$ cat src/rtl/pfe_pkg.sv
// Shared types, constants and letter helpers for the Playfair digraph encryptor.
// No dependencies; imported by every module of the block.
package pfe_pkg;

    localparam int SQUARE_SIZE = 25;
    localparam int SIDE        = 5;
    localparam int LETTERS     = 26;
    localparam logic [4:0] PAD_INDEX = 5'd23;
    localparam logic [6:0] ASCII_A   = 7'd97;
    localparam logic [6:0] ASCII_Z   = 7'd122;

    typedef struct packed {
        logic [6:0] kept;
        logic [6:0] dropped;
    } cfg_t;

    typedef enum logic [1:0] {
        CMD_PLACE,
        CMD_FILL,
        CMD_ENC
    } cmd_op_t;

    typedef struct packed {
        cmd_op_t    op;
        logic [4:0] a;
        logic [4:0] b;
    } cmd_t;

    typedef enum logic [2:0] {
        BK_IDLE,
        BK_FILL,
        BK_ENC_SQ,
        BK_RESULT
    } back_state_t;

    function automatic logic is_lower(input logic [6:0] v);
        return (v >= ASCII_A) && (v <= ASCII_Z);
    endfunction

    function automatic logic [4:0] lower_index(input logic [6:0] v);
        logic [6:0] diff;
        diff = v - ASCII_A;
        return diff[4:0];
    endfunction

endpackage

$ cat src/rtl/pfe_front.sv
// Front end: accepts beats, folds and maps letters, pairs text letters.
// Depends on pfe_pkg; pushes commands into pfe_queue.
module pfe_front (
    input  logic          aclk,
    input  logic          aresetn,
    input  pfe_pkg::cfg_t cfg,
    input  logic          s_valid,
    output logic          s_ready,
    input  logic [1:0]    s_mode,
    input  logic [7:0]    s_ch,
    input  logic          q_full,
    output logic          q_push,
    output pfe_pkg::cmd_t q_cmd
);
    import pfe_pkg::*;

    localparam logic [1:0] MODE_KEY      = 2'd0;
    localparam logic [1:0] MODE_KEY_END  = 2'd1;
    localparam logic [1:0] MODE_TEXT     = 2'd2;
    localparam logic [1:0] MODE_TEXT_END = 2'd3;

    logic [4:0] held_letter_reg, held_letter_next;
    logic       held_valid_reg, held_valid_next;
    logic       accept;
    logic       fold_valid, map_valid;
    logic [4:0] fold_idx, map_idx;
    logic [7:0] ch_diff;
    logic       gen;

    assign s_ready = !q_full;
    assign accept  = s_valid && s_ready;

    always_comb begin
        fold_valid = 1'b0;
        ch_diff    = 8'd0;
        if (s_ch >= 8'd97 && s_ch <= 8'd122) begin
            fold_valid = 1'b1;
            ch_diff    = s_ch - 8'd97;
        end else if (s_ch >= 8'd65 && s_ch <= 8'd90) begin
            fold_valid = 1'b1;
            ch_diff    = s_ch - 8'd65;
        end
        fold_idx = ch_diff[4:0];
    end

    always_comb begin
        map_valid = fold_valid;
        map_idx   = fold_idx;
        if (is_lower(cfg.dropped) && fold_idx == lower_index(cfg.dropped)) begin
            map_valid = fold_valid && is_lower(cfg.kept);
            map_idx   = lower_index(cfg.kept);
        end
    end

    always_comb begin
        gen              = 1'b0;
        q_cmd.op         = CMD_PLACE;
        q_cmd.a          = map_idx;
        q_cmd.b          = map_idx;
        held_letter_next = held_letter_reg;
        held_valid_next  = held_valid_reg;
        unique case (s_mode)
            MODE_KEY: begin
                gen = map_valid;
            end
            MODE_KEY_END: begin
                gen      = 1'b1;
                q_cmd.op = CMD_FILL;
            end
            MODE_TEXT: begin
                q_cmd.op = CMD_ENC;
                q_cmd.a  = held_letter_reg;
                if (map_valid) begin
                    if (!held_valid_reg) begin
                        held_letter_next = map_idx;
                        held_valid_next  = 1'b1;
                    end else if (map_idx == held_letter_reg) begin
                        gen     = 1'b1;
                        q_cmd.b = PAD_INDEX;
                    end else begin
                        gen             = 1'b1;
                        held_valid_next = 1'b0;
                    end
                end
            end
            MODE_TEXT_END: begin
                q_cmd.op        = CMD_ENC;
                q_cmd.a         = held_letter_reg;
                q_cmd.b         = PAD_INDEX;
                gen             = held_valid_reg;
                held_valid_next = 1'b0;
            end
            default: begin
                gen = 1'b0;
            end
        endcase
    end

    assign q_push = accept && gen;

    always_ff @(posedge aclk) begin
        if (!aresetn) begin
            held_letter_reg <= 5'd0;
            held_valid_reg  <= 1'b0;
        end else if (accept) begin
            held_letter_reg <= held_letter_next;
            held_valid_reg  <= held_valid_next;
        end
    end

endmodule

$ cat src/rtl/pfe_queue.sv
// Two-entry command queue between front end and back end.
// Depends on pfe_pkg for the command type.
module pfe_queue (
    input  logic          aclk,
    input  logic          aresetn,
    input  logic          push,
    input  pfe_pkg::cmd_t push_cmd,
    output logic          full,
    input  logic          pop,
    output pfe_pkg::cmd_t pop_cmd,
    output logic          empty
);
    import pfe_pkg::*;

    localparam int DEPTH = 2;

    cmd_t       entry_mem [DEPTH];
    logic       wr_ptr_reg, rd_ptr_reg;
    logic [1:0] count_reg;

    assign full    = (count_reg == 2'(DEPTH));
    assign empty   = (count_reg == 2'd0);
    assign pop_cmd = entry_mem[rd_ptr_reg];

    always_ff @(posedge aclk) begin
        if (push && !full) begin
            entry_mem[wr_ptr_reg] <= push_cmd;
        end
    end

    always_ff @(posedge aclk) begin
        if (!aresetn) begin
            wr_ptr_reg <= 1'b0;
            rd_ptr_reg <= 1'b0;
            count_reg  <= 2'd0;
        end else begin
            if (push && !full) begin
                wr_ptr_reg <= !wr_ptr_reg;
            end
            if (pop && !empty) begin
                rd_ptr_reg <= !rd_ptr_reg;
            end
            unique case ({push && !full, pop && !empty})
                2'b10:   count_reg <= count_reg + 2'd1;
                2'b01:   count_reg <= count_reg - 2'd1;
                default: count_reg <= count_reg;
            endcase
        end
    end

endmodule

$ cat src/rtl/pfe_back.sv
// Back end: owns the square and position stores, places key letters,
// fills the square and enciphers pairs. Depends on pfe_pkg.
module pfe_back (
    input  logic          aclk,
    input  logic          aresetn,
    input  pfe_pkg::cfg_t cfg,
    input  logic          q_empty,
    input  pfe_pkg::cmd_t q_cmd,
    output logic          q_pop,
    output logic          m_valid,
    input  logic          m_ready,
    output logic [6:0]    m_cipher_first,
    output logic [6:0]    m_cipher_second,
    output logic          m_error
);
    import pfe_pkg::*;

    back_state_t state_reg, state_next;
    logic [LETTERS-1:0] used_reg, used_next;
    logic [4:0] fill_reg, fill_next;
    logic [4:0] fill_idx_reg, fill_idx_next;
    logic       err_reg, err_next;
    logic       m_valid_reg, m_valid_next;
    logic [6:0] m_first_reg, m_first_next;
    logic [6:0] m_second_reg, m_second_next;
    logic       m_error_reg, m_error_next;

    logic [4:0] sq_mem  [SQUARE_SIZE];
    logic [4:0] pos_mem [LETTERS];
    logic [4:0] pos_rd_a_reg, pos_rd_b_reg;
    logic [4:0] sq_rd_a_reg, sq_rd_b_reg;
    logic [4:0] sq_addr_a, sq_addr_b;

    logic       place_req, place_en;
    logic [4:0] place_letter;
    logic       d_valid;
    logic [4:0] d_idx;
    logic       out_free;
    logic [2:0] ra, ca, rb, cb;

    function automatic logic [2:0] pos_row(input logic [4:0] p);
        if (p >= 5'd20) return 3'd4;
        if (p >= 5'd15) return 3'd3;
        if (p >= 5'd10) return 3'd2;
        if (p >= 5'd5)  return 3'd1;
        return 3'd0;
    endfunction

    function automatic logic [4:0] mk_pos(input logic [2:0] r, input logic [2:0] c);
        return 5'({2'b00, r} * 5'(SIDE)) + {2'b00, c};
    endfunction

    function automatic logic [2:0] pos_col(input logic [4:0] p);
        logic [4:0] c;
        c = p - mk_pos(pos_row(p), 3'd0);
        return c[2:0];
    endfunction

    function automatic logic [2:0] wrap_inc(input logic [2:0] v);
        return (v == 3'(SIDE - 1)) ? 3'd0 : v + 3'd1;
    endfunction

    assign d_valid  = is_lower(cfg.dropped);
    assign d_idx    = lower_index(cfg.dropped);
    assign out_free = !m_valid_reg || m_ready;
    assign q_pop    = (state_reg == BK_IDLE) && !q_empty;

    always_comb begin
        place_req    = 1'b0;
        place_letter = q_cmd.a;
        if (state_reg == BK_IDLE && !q_empty && q_cmd.op == CMD_PLACE) begin
            place_req = 1'b1;
        end else if (state_reg == BK_FILL) begin
            place_letter = fill_idx_reg;
            place_req    = !(d_valid && fill_idx_reg == d_idx);
        end
    end

    assign place_en = place_req && !used_reg[place_letter] && (fill_reg < 5'(SQUARE_SIZE));

    always_comb begin
        ra = pos_row(pos_rd_a_reg);
        ca = pos_col(pos_rd_a_reg);
        rb = pos_row(pos_rd_b_reg);
        cb = pos_col(pos_rd_b_reg);
        if (ra == rb) begin
            sq_addr_a = mk_pos(ra, wrap_inc(ca));
            sq_addr_b = mk_pos(rb, wrap_inc(cb));
        end else if (ca == cb) begin
            sq_addr_a = mk_pos(wrap_inc(ra), ca);
            sq_addr_b = mk_pos(wrap_inc(rb), cb);
        end else begin
            sq_addr_a = mk_pos(ra, cb);
            sq_addr_b = mk_pos(rb, ca);
        end
    end

    always_comb begin
        state_next = state_reg;
        unique case (state_reg)
            BK_IDLE: begin
                if (!q_empty) begin
                    unique case (q_cmd.op)
                        CMD_FILL: state_next = BK_FILL;
                        CMD_ENC:  state_next = BK_ENC_SQ;
                        default:  state_next = BK_IDLE;
                    endcase
                end
            end
            BK_FILL: begin
                if (fill_idx_reg == 5'(LETTERS - 1)) begin
                    state_next = BK_IDLE;
                end
            end
            BK_ENC_SQ: state_next = BK_RESULT;
            BK_RESULT: begin
                if (out_free) begin
                    state_next = BK_IDLE;
                end
            end
            default: state_next = BK_IDLE;
        endcase
    end

    always_comb begin
        used_next     = used_reg;
        fill_next     = fill_reg;
        fill_idx_next = fill_idx_reg;
        err_next      = err_reg;
        m_valid_next  = m_valid_reg;
        m_first_next  = m_first_reg;
        m_second_next = m_second_reg;
        m_error_next  = m_error_reg;
        if (place_en) begin
            used_next[place_letter] = 1'b1;
            fill_next               = fill_reg + 5'd1;
        end
        if (m_valid_reg && m_ready) begin
            m_valid_next = 1'b0;
        end
        unique case (state_reg)
            BK_IDLE: begin
                fill_idx_next = 5'd0;
                err_next      = (fill_reg < 5'(SQUARE_SIZE)) || !used_reg[q_cmd.a]
                                || !used_reg[q_cmd.b];
            end
            BK_FILL: begin
                fill_idx_next = fill_idx_reg + 5'd1;
            end
            BK_RESULT: begin
                if (out_free) begin
                    m_valid_next  = 1'b1;
                    m_error_next  = err_reg;
                    m_first_next  = err_reg ? 7'd0 : ASCII_A + {2'b00, sq_rd_a_reg};
                    m_second_next = err_reg ? 7'd0 : ASCII_A + {2'b00, sq_rd_b_reg};
                end
            end
            default: begin
                err_next = err_reg;
            end
        endcase
    end

    always_ff @(posedge aclk) begin
        if (place_en) begin
            sq_mem[fill_reg]      <= place_letter;
            pos_mem[place_letter] <= fill_reg;
        end
        pos_rd_a_reg <= pos_mem[q_cmd.a];
        pos_rd_b_reg <= pos_mem[q_cmd.b];
        if (state_reg == BK_ENC_SQ) begin
            sq_rd_a_reg <= sq_mem[sq_addr_a];
            sq_rd_b_reg <= sq_mem[sq_addr_b];
        end
    end

    always_ff @(posedge aclk) begin
        if (!aresetn) begin
            state_reg    <= BK_IDLE;
            used_reg     <= '0;
            fill_reg     <= 5'd0;
            fill_idx_reg <= 5'd0;
            err_reg      <= 1'b0;
            m_valid_reg  <= 1'b0;
        end else begin
            state_reg    <= state_next;
            used_reg     <= used_next;
            fill_reg     <= fill_next;
            fill_idx_reg <= fill_idx_next;
            err_reg      <= err_next;
            m_valid_reg  <= m_valid_next;
        end
    end

    always_ff @(posedge aclk) begin
        m_first_reg  <= m_first_next;
        m_second_reg <= m_second_next;
        m_error_reg  <= m_error_next;
    end

    assign m_valid         = m_valid_reg;
    assign m_cipher_first  = m_first_reg;
    assign m_cipher_second = m_second_reg;
    assign m_error         = m_error_reg;

endmodule

$ cat src/rtl/playfair_digraph_encryptor.sv
// Top level of the Playfair digraph encryptor: APB register bank and wiring
// of pfe_front, pfe_queue and pfe_back. Depends on pfe_pkg.
//
//  channel | direction | beat fields                             | handshake
//  s_      | in        | s_mode, s_ch                            | s_valid / s_ready
//  m_      | out       | m_cipher_first, m_cipher_second, m_error| m_valid / m_ready
//  apb     | in        | paddr, pwdata (kept 0x0, dropped 0x4)   | psel, penable, pready
//
// Front takes one beat a cycle while the two-entry queue has room.
// Back: a key byte is placed as it is popped; key end pops, then one letter per cycle; a pair
// passes position read, square read and output register; a text byte without result pushes nothing.
// Synchronous active-low reset clears used letters, fill count and held letter;
// the square and position stores are not cleared.
// A stalled m_ side holds the back end in its result step; the queue then fills.
module playfair_digraph_encryptor (
    input  logic        aclk,
    input  logic        aresetn,
    input  logic        psel,
    input  logic        penable,
    input  logic        pwrite,
    input  logic [2:0]  paddr,
    input  logic [31:0] pwdata,
    output logic [31:0] prdata,
    output logic        pready,
    input  logic        s_valid,
    output logic        s_ready,
    input  logic [1:0]  s_mode,
    input  logic [7:0]  s_ch,
    output logic        m_valid,
    input  logic        m_ready,
    output logic [6:0]  m_cipher_first,
    output logic [6:0]  m_cipher_second,
    output logic        m_error
);
    import pfe_pkg::*;

    localparam logic REG_KEPT    = 1'b0;
    localparam logic REG_DROPPED = 1'b1;

    logic [6:0] kept_letter_reg, dropped_letter_reg;
    cfg_t       cfg;
    logic       q_full, q_push, q_pop, q_empty;
    cmd_t       push_cmd, pop_cmd;

    assign pready      = 1'b1;
    assign cfg.kept    = kept_letter_reg;
    assign cfg.dropped = dropped_letter_reg;

    always_ff @(posedge aclk) begin
        if (!aresetn) begin
            kept_letter_reg    <= 7'd105;
            dropped_letter_reg <= 7'd106;
        end else if (psel && penable && pwrite && pready) begin
            unique case (paddr[2])
                REG_KEPT:    kept_letter_reg    <= pwdata[6:0];
                REG_DROPPED: dropped_letter_reg <= pwdata[6:0];
                default:     kept_letter_reg    <= kept_letter_reg;
            endcase
        end
    end

    always_comb begin
        unique case (paddr[2])
            REG_KEPT:    prdata = {25'd0, kept_letter_reg};
            REG_DROPPED: prdata = {25'd0, dropped_letter_reg};
            default:     prdata = 32'd0;
        endcase
    end

    pfe_front u_front (
        .aclk    (aclk),
        .aresetn (aresetn),
        .cfg     (cfg),
        .s_valid (s_valid),
        .s_ready (s_ready),
        .s_mode  (s_mode),
        .s_ch    (s_ch),
        .q_full  (q_full),
        .q_push  (q_push),
        .q_cmd   (push_cmd)
    );

    pfe_queue u_queue (
        .aclk     (aclk),
        .aresetn  (aresetn),
        .push     (q_push),
        .push_cmd (push_cmd),
        .full     (q_full),
        .pop      (q_pop),
        .pop_cmd  (pop_cmd),
        .empty    (q_empty)
    );

    pfe_back u_back (
        .aclk            (aclk),
        .aresetn         (aresetn),
        .cfg             (cfg),
        .q_empty         (q_empty),
        .q_cmd           (pop_cmd),
        .q_pop           (q_pop),
        .m_valid         (m_valid),
        .m_ready         (m_ready),
        .m_cipher_first  (m_cipher_first),
        .m_cipher_second (m_cipher_second),
        .m_error         (m_error)
    );

endmodule
$ cat config.mk
export PLATFORM = sky130hd
export DESIGN_NAME = playfair_digraph_encryptor
export DESIGN_NICKNAME = d
export VERILOG_FILES = /design/src/rtl/pfe_pkg.sv /design/src/rtl/pfe_front.sv /design/src/rtl/pfe_queue.sv /design/src/rtl/pfe_back.sv /design/src/rtl/playfair_digraph_encryptor.sv
export SDC_FILE = /design/constraint.sdc
export NUM_CORES = 1
export LEC_CHECK = 0
export BUFFER_PORTS_ARGS = -buffer_cell sky130_fd_sc_hd__buf_2
export CELL_PAD_IN_SITES_DETAIL_PLACEMENT = 2
export CELL_PAD_IN_SITES_GLOBAL_PLACEMENT = 2
export CORE_AREA = 8 8 229 231
export DETAILED_ROUTE_END_ITERATION = 16
export DIE_AREA = 0 0 237 239
export PLACE_DENSITY = 0.9
export RECOVER_POWER = 50
export SYNTH_ARGS = -nofsm -noshare
export SYNTH_HDL_FRONTEND = slang
export SYNTH_SLANG_ARGS = --single-unit
$ cat constraint.sdc
create_clock -name aclk -period 6.5 [get_ports aclk]
set_input_delay 1.3 -clock aclk [delete_from_list [all_inputs] [get_ports aclk]]
set_output_delay 1.3 -clock aclk [all_outputs]
set_load 0.01 [all_outputs]
==> run_summary.xml <==
<?xml version="1.0" encoding="UTF-8"?>
<metrics>
  <group name="run_status">
    <metric name="status" unit="">finished with violations</metric>
    <metric name="failing_checks" unit="">capacitance limit, slew limit</metric>
  </group>
  <group name="worst_setup_path">
    <metric name="cp.arrival" unit="ns">6.78</metric>
    <metric name="critical_path_depth" unit="">19</metric>
    <metric name="timing_worst_setup_path_type" unit="">flop to flop</metric>
    <metric name="crit_family" unit="">simple AND/OR/NAND/NOR gates</metric>
    <metric name="max_stage_delay" unit="ns">0.63</metric>
    <metric name="critical_path.startpoint" unit="">u_back.pos_rd_b_reg[3]</metric>
    <metric name="crit_path_cell_trace" unit="">nor2b_1 -&gt; nor3_1 -&gt; a41o_1 -&gt; nor2_1 -&gt; ha_1 -&gt; inv_1 -&gt; fa_1 -&gt; and3_1 -&gt; a211oi_4 -&gt; xor2_2 -&gt; or2_1 -&gt; o211ai_2 -&gt; and2_1 -&gt; buf_4 -&gt; nor2_1 -&gt; o21ai_1 -&gt; a21oi_1 -&gt; nor4_1 -&gt; buf_4</metric>
    <metric name="path_buf_inv" unit="">3</metric>
    <metric name="kind_of_start_point_of_the_critical_path" unit="">flop</metric>
    <metric name="critPathRequiredTime" unit="ns">6.97</metric>
    <metric name="timing.critical_path.to_type" unit="">flop</metric>
    <metric name="worst-path-max-fanout" unit="">10</metric>
    <metric name="worst-r2r-cell-count" unit="">19</metric>
    <metric name="crit_path_slowest_cell" unit="">sky130_fd_sc_hd__nor4_1</metric>
    <metric name="timing.rr.start" unit="">u_back.pos_rd_b_reg[3]</metric>
  </group>
  <group name="route">
    <metric name="routed-via-count" unit="">16067</metric>
    <metric name="routed_wire_length_per_instance" unit="microns">34.4</metric>
    <metric name="ant_nets" unit="">0</metric>
    <metric name="detailedRoute.firstPassIterationCount" unit="">5</metric>
    <metric name="remaining_drc_errors" unit="">0</metric>
    <metric name="routed_wl" unit="microns">83300</metric>
    <metric name="detailedRoute.firstIterationViolations" unit="">1763</metric>
    <metric name="vias_per_cell" unit="">6.64</metric>
  </group>
  <group name="hold_path">
    <metric name="timing.hold.worst.start" unit="">kept_letter_reg[6]</metric>
    <metric name="hold_path_depth" unit="">2</metric>
    <metric name="hp-class" unit="">flop to flop</metric>
  </group>
  <group name="cells_and_area">
    <metric name="seq_area" unit="sq um">10600</metric>
    <metric name="flip_flop_count_of_the_largest_register_after_layout" unit="">130</metric>
    <metric name="final_layout_size_suffix_gt1_share" unit="%">14.1</metric>
    <metric name="fin_cells" unit="">2420</metric>
    <metric name="insertedDiodeCount" unit="">0</metric>
    <metric name="area_growth_syn_to_layout" unit="%">10.5</metric>
    <metric name="nNetsFinal" unit="">1877</metric>
    <metric name="multiInputGateArea" unit="sq um">9350</metric>
    <metric name="fillCellCount" unit="">4678</metric>
  </group>
  <group name="global_route">
    <metric name="grt_ovf" unit="">0</metric>
    <metric name="first_global_vias" unit="">17849</metric>
    <metric name="pin_count_of_the_biggest_net_entering_global_routing" unit="">63</metric>
    <metric name="wire_length_of_the_first_global_routing_pass" unit="microns">123000</metric>
    <metric name="antenna_found_initial" unit="">1</metric>
    <metric name="grt.total_usage" unit="%">28.8</metric>
  </group>
  <group name="sta">
    <metric name="rsz0062_at_grt" unit="">false</metric>
    <metric name="final_period_minus_worst_setup_slack" unit="ns">6.31</metric>
    <metric name="period_share" unit="%">97.1</metric>
    <metric name="timing_hold_violations_final" unit="">0</metric>
    <metric name="setup_total_negative_slack" unit="ns">0</metric>
    <metric name="timing_worst_slew_pin_value" unit="ns">3.13</metric>
    <metric name="fin_ws" unit="ns">0.189</metric>
    <metric name="max_freq" unit="GHz">0.158</metric>
    <metric name="max-slew-margin-rel" unit="%">-108</metric>
    <metric name="fin_worst_skew" unit="ns">0.0288</metric>
    <metric name="slew_violations" unit="">267</metric>
    <metric name="finalHoldWorstSlack" unit="ns">0.524</metric>
    <metric name="setup_viol" unit="">0</metric>
  </group>
  <group name="die">
    <metric name="die_area" unit="sq um">56600</metric>
    <metric name="die_h" unit="microns">239</metric>
    <metric name="core_area" unit="sq um">48500</metric>
    <metric name="initial_core_util" unit="%">42.6</metric>
    <metric name="fp.dieW" unit="microns">237</metric>
    <metric name="std_cell_rows" unit="">81</metric>
    <metric name="ioPinCount" unit="">102</metric>
  </group>
  <group name="yosys">
    <metric name="synth.top_cell.area_share" unit="%">44.1</metric>
    <metric name="mappedNetlistArea" unit="sq um">20700</metric>
    <metric name="synth.top_cells.by_count" unit="">sky130_fd_sc_hd__edfxtp_1 (304), sky130_fd_sc_hd__nand2_1 (193), sky130_fd_sc_hd__mux2i_1 (154)</metric>
    <metric name="synth.yosys.seq_area_share" unit="%">51.4</metric>
    <metric name="most_used_flip_flop_cell_after_synthesis" unit="">sky130_fd_sc_hd__edfxtp_1</metric>
    <metric name="synth.distinct_cells" unit="">93</metric>
    <metric name="synthesis.instances" unit="">1723</metric>
    <metric name="ys_async_sr_fraction" unit="%">0</metric>
    <metric name="netlist_top_cells_area" unit="">sky130_fd_sc_hd__edfxtp_1 (44%), sky130_fd_sc_hd__mux2i_1 (7.4%), sky130_fd_sc_hd__dfxtp_1 (7.3%), sky130_fd_sc_hd__mux4_2 (6.5%), sky130_fd_sc_hd__nand2_1 (3.5%)</metric>
    <metric name="synth_largest_area_cell" unit="">sky130_fd_sc_hd__edfxtp_1</metric>
    <metric name="synthMostInstantiatedCell" unit="">sky130_fd_sc_hd__edfxtp_1</metric>
    <metric name="count_of_flip_flops_with_a_built_in_enable_after_synthesis" unit="">304</metric>
    <metric name="postSynthRegisterBits" unit="">379</metric>
    <metric name="synth-warning-count" unit="">0</metric>
    <metric name="avgSynthCellArea" unit="sq um">12.0</metric>
  </group>
  <group name="clocking">
    <metric name="worstSkewPairLatency" unit="ns">0.60</metric>
    <metric name="cts.sink_count" unit="">379</metric>
    <metric name="cts_max_level" unit="">2</metric>
    <metric name="cts_hold_buf" unit="">0</metric>
    <metric name="clk_root_buffer_cell" unit="">sky130_fd_sc_hd__clkbuf_16</metric>
    <metric name="cts_buffers" unit="">43</metric>
    <metric name="cts_tree" unit="">yes</metric>
    <metric name="cts-root-to-sink-buffers" unit="">3</metric>
    <metric name="path_clk_slew" unit="ns">0.07</metric>
    <metric name="postCtsSetupBuffers" unit="">0</metric>
  </group>
  <group name="place">
    <metric name="dp_worst_setup_slack" unit="ns">0.437</metric>
    <metric name="numPlacedInstances" unit="">2340</metric>
    <metric name="port-buffer-count" unit="">48</metric>
    <metric name="place_congestion" unit="">0.847</metric>
    <metric name="sum_of_net_half_perimeters_after_detailed_placement" unit="microns">49900</metric>
  </group>
  <group name="job">
    <metric name="cap_viol_max_count" unit="">8</metric>
  </group>
</metrics>
[layout by cell type, fill, tap and decap left out, types with 43 or more instances in the layout]
| cell | Yosys | final |
|---|---|---|
| sky130_fd_sc_hd__inv_1 | 56 | 57 |
| sky130_fd_sc_hd__clkbuf_16 | 0 | 45 |
| sky130_fd_sc_hd__o21ai_0 | 40 | 43 |
| sky130_fd_sc_hd__mux4_2 | 60 | 60 |
| sky130_fd_sc_hd__edfxtp_1 | 304 | 304 |
| sky130_fd_sc_hd__a21oi_1 | 54 | 54 |
| sky130_fd_sc_hd__dfxtp_1 | 75 | 75 |
| sky130_fd_sc_hd__nand2_1 | 193 | 193 |
| sky130_fd_sc_hd__mux2i_1 | 154 | 149 |
| sky130_fd_sc_hd__and2_1 | 47 | 43 |
| sky130_fd_sc_hd__nor2_1 | 103 | 103 |
| sky130_fd_sc_hd__ha_1 | 54 | 54 |
[per-stage QoR]
step                cell area [sq um]  util (%)
floorplan                       20800         -
global placement                21500      44.3
detailed placement              21500      44.3
CTS                             22900      47.2
global route                    22900      47.1
finish                          22900      47.1
[path summary, 6_finish.rpt]
kind,endpoint,slack [ns]
max,u_back.sq_rd_b_reg[3],0.19
min,kept_letter_reg[6],0.52
max reg2reg,u_back.sq_rd_b_reg[3],0.19
min reg2reg,kept_letter_reg[6],0.52
[timing repair]
action,4_1_cts,5_1_grt
gates resized for setup,0,3
hold endpoints to repair,0,0
setup endpoints to repair,0,5
[tightest hold or removal path: stages (launching register included)]
cell and delay (ns):
sky130_fd_sc_hd__dfxtp_1 0.34, sky130_fd_sc_hd__nand2_1 0.07, sky130_fd_sc_hd__nand3_1 0.07
[cell families after synthesis]
group	count (synthesis)	synth area share (%)
simple gates	516	12.3
flops	379	51.4
compound gates	298	10.2
mux	238	15.4
buf+inv	170	4.16
fa+ha+maj	63	4.09
xor+xnor	57	2.45
other cells	2	0.0363
[layer usage]
metal  global-route usage [%]  wire length (microns)
met2                     52.0                  42700
met3                     4.89                   5590
met5                        0                     10
met1                     32.1                  30000
met4                     16.0                   5070
[layout make-up]
class	instances	share of cell area, %
clock inverters	29	1.18
flip-flops and latches	379	46.5
multi-input cells	1198	40.9
clock buffers	51	5.02
well taps	622	3.40
inverters	57	0.936
repair buffers	84	2.05
Power is left out: the tool's default activity adds up to more than one toggle a clock period on the data nets, which glitch-free logic cannot reach.
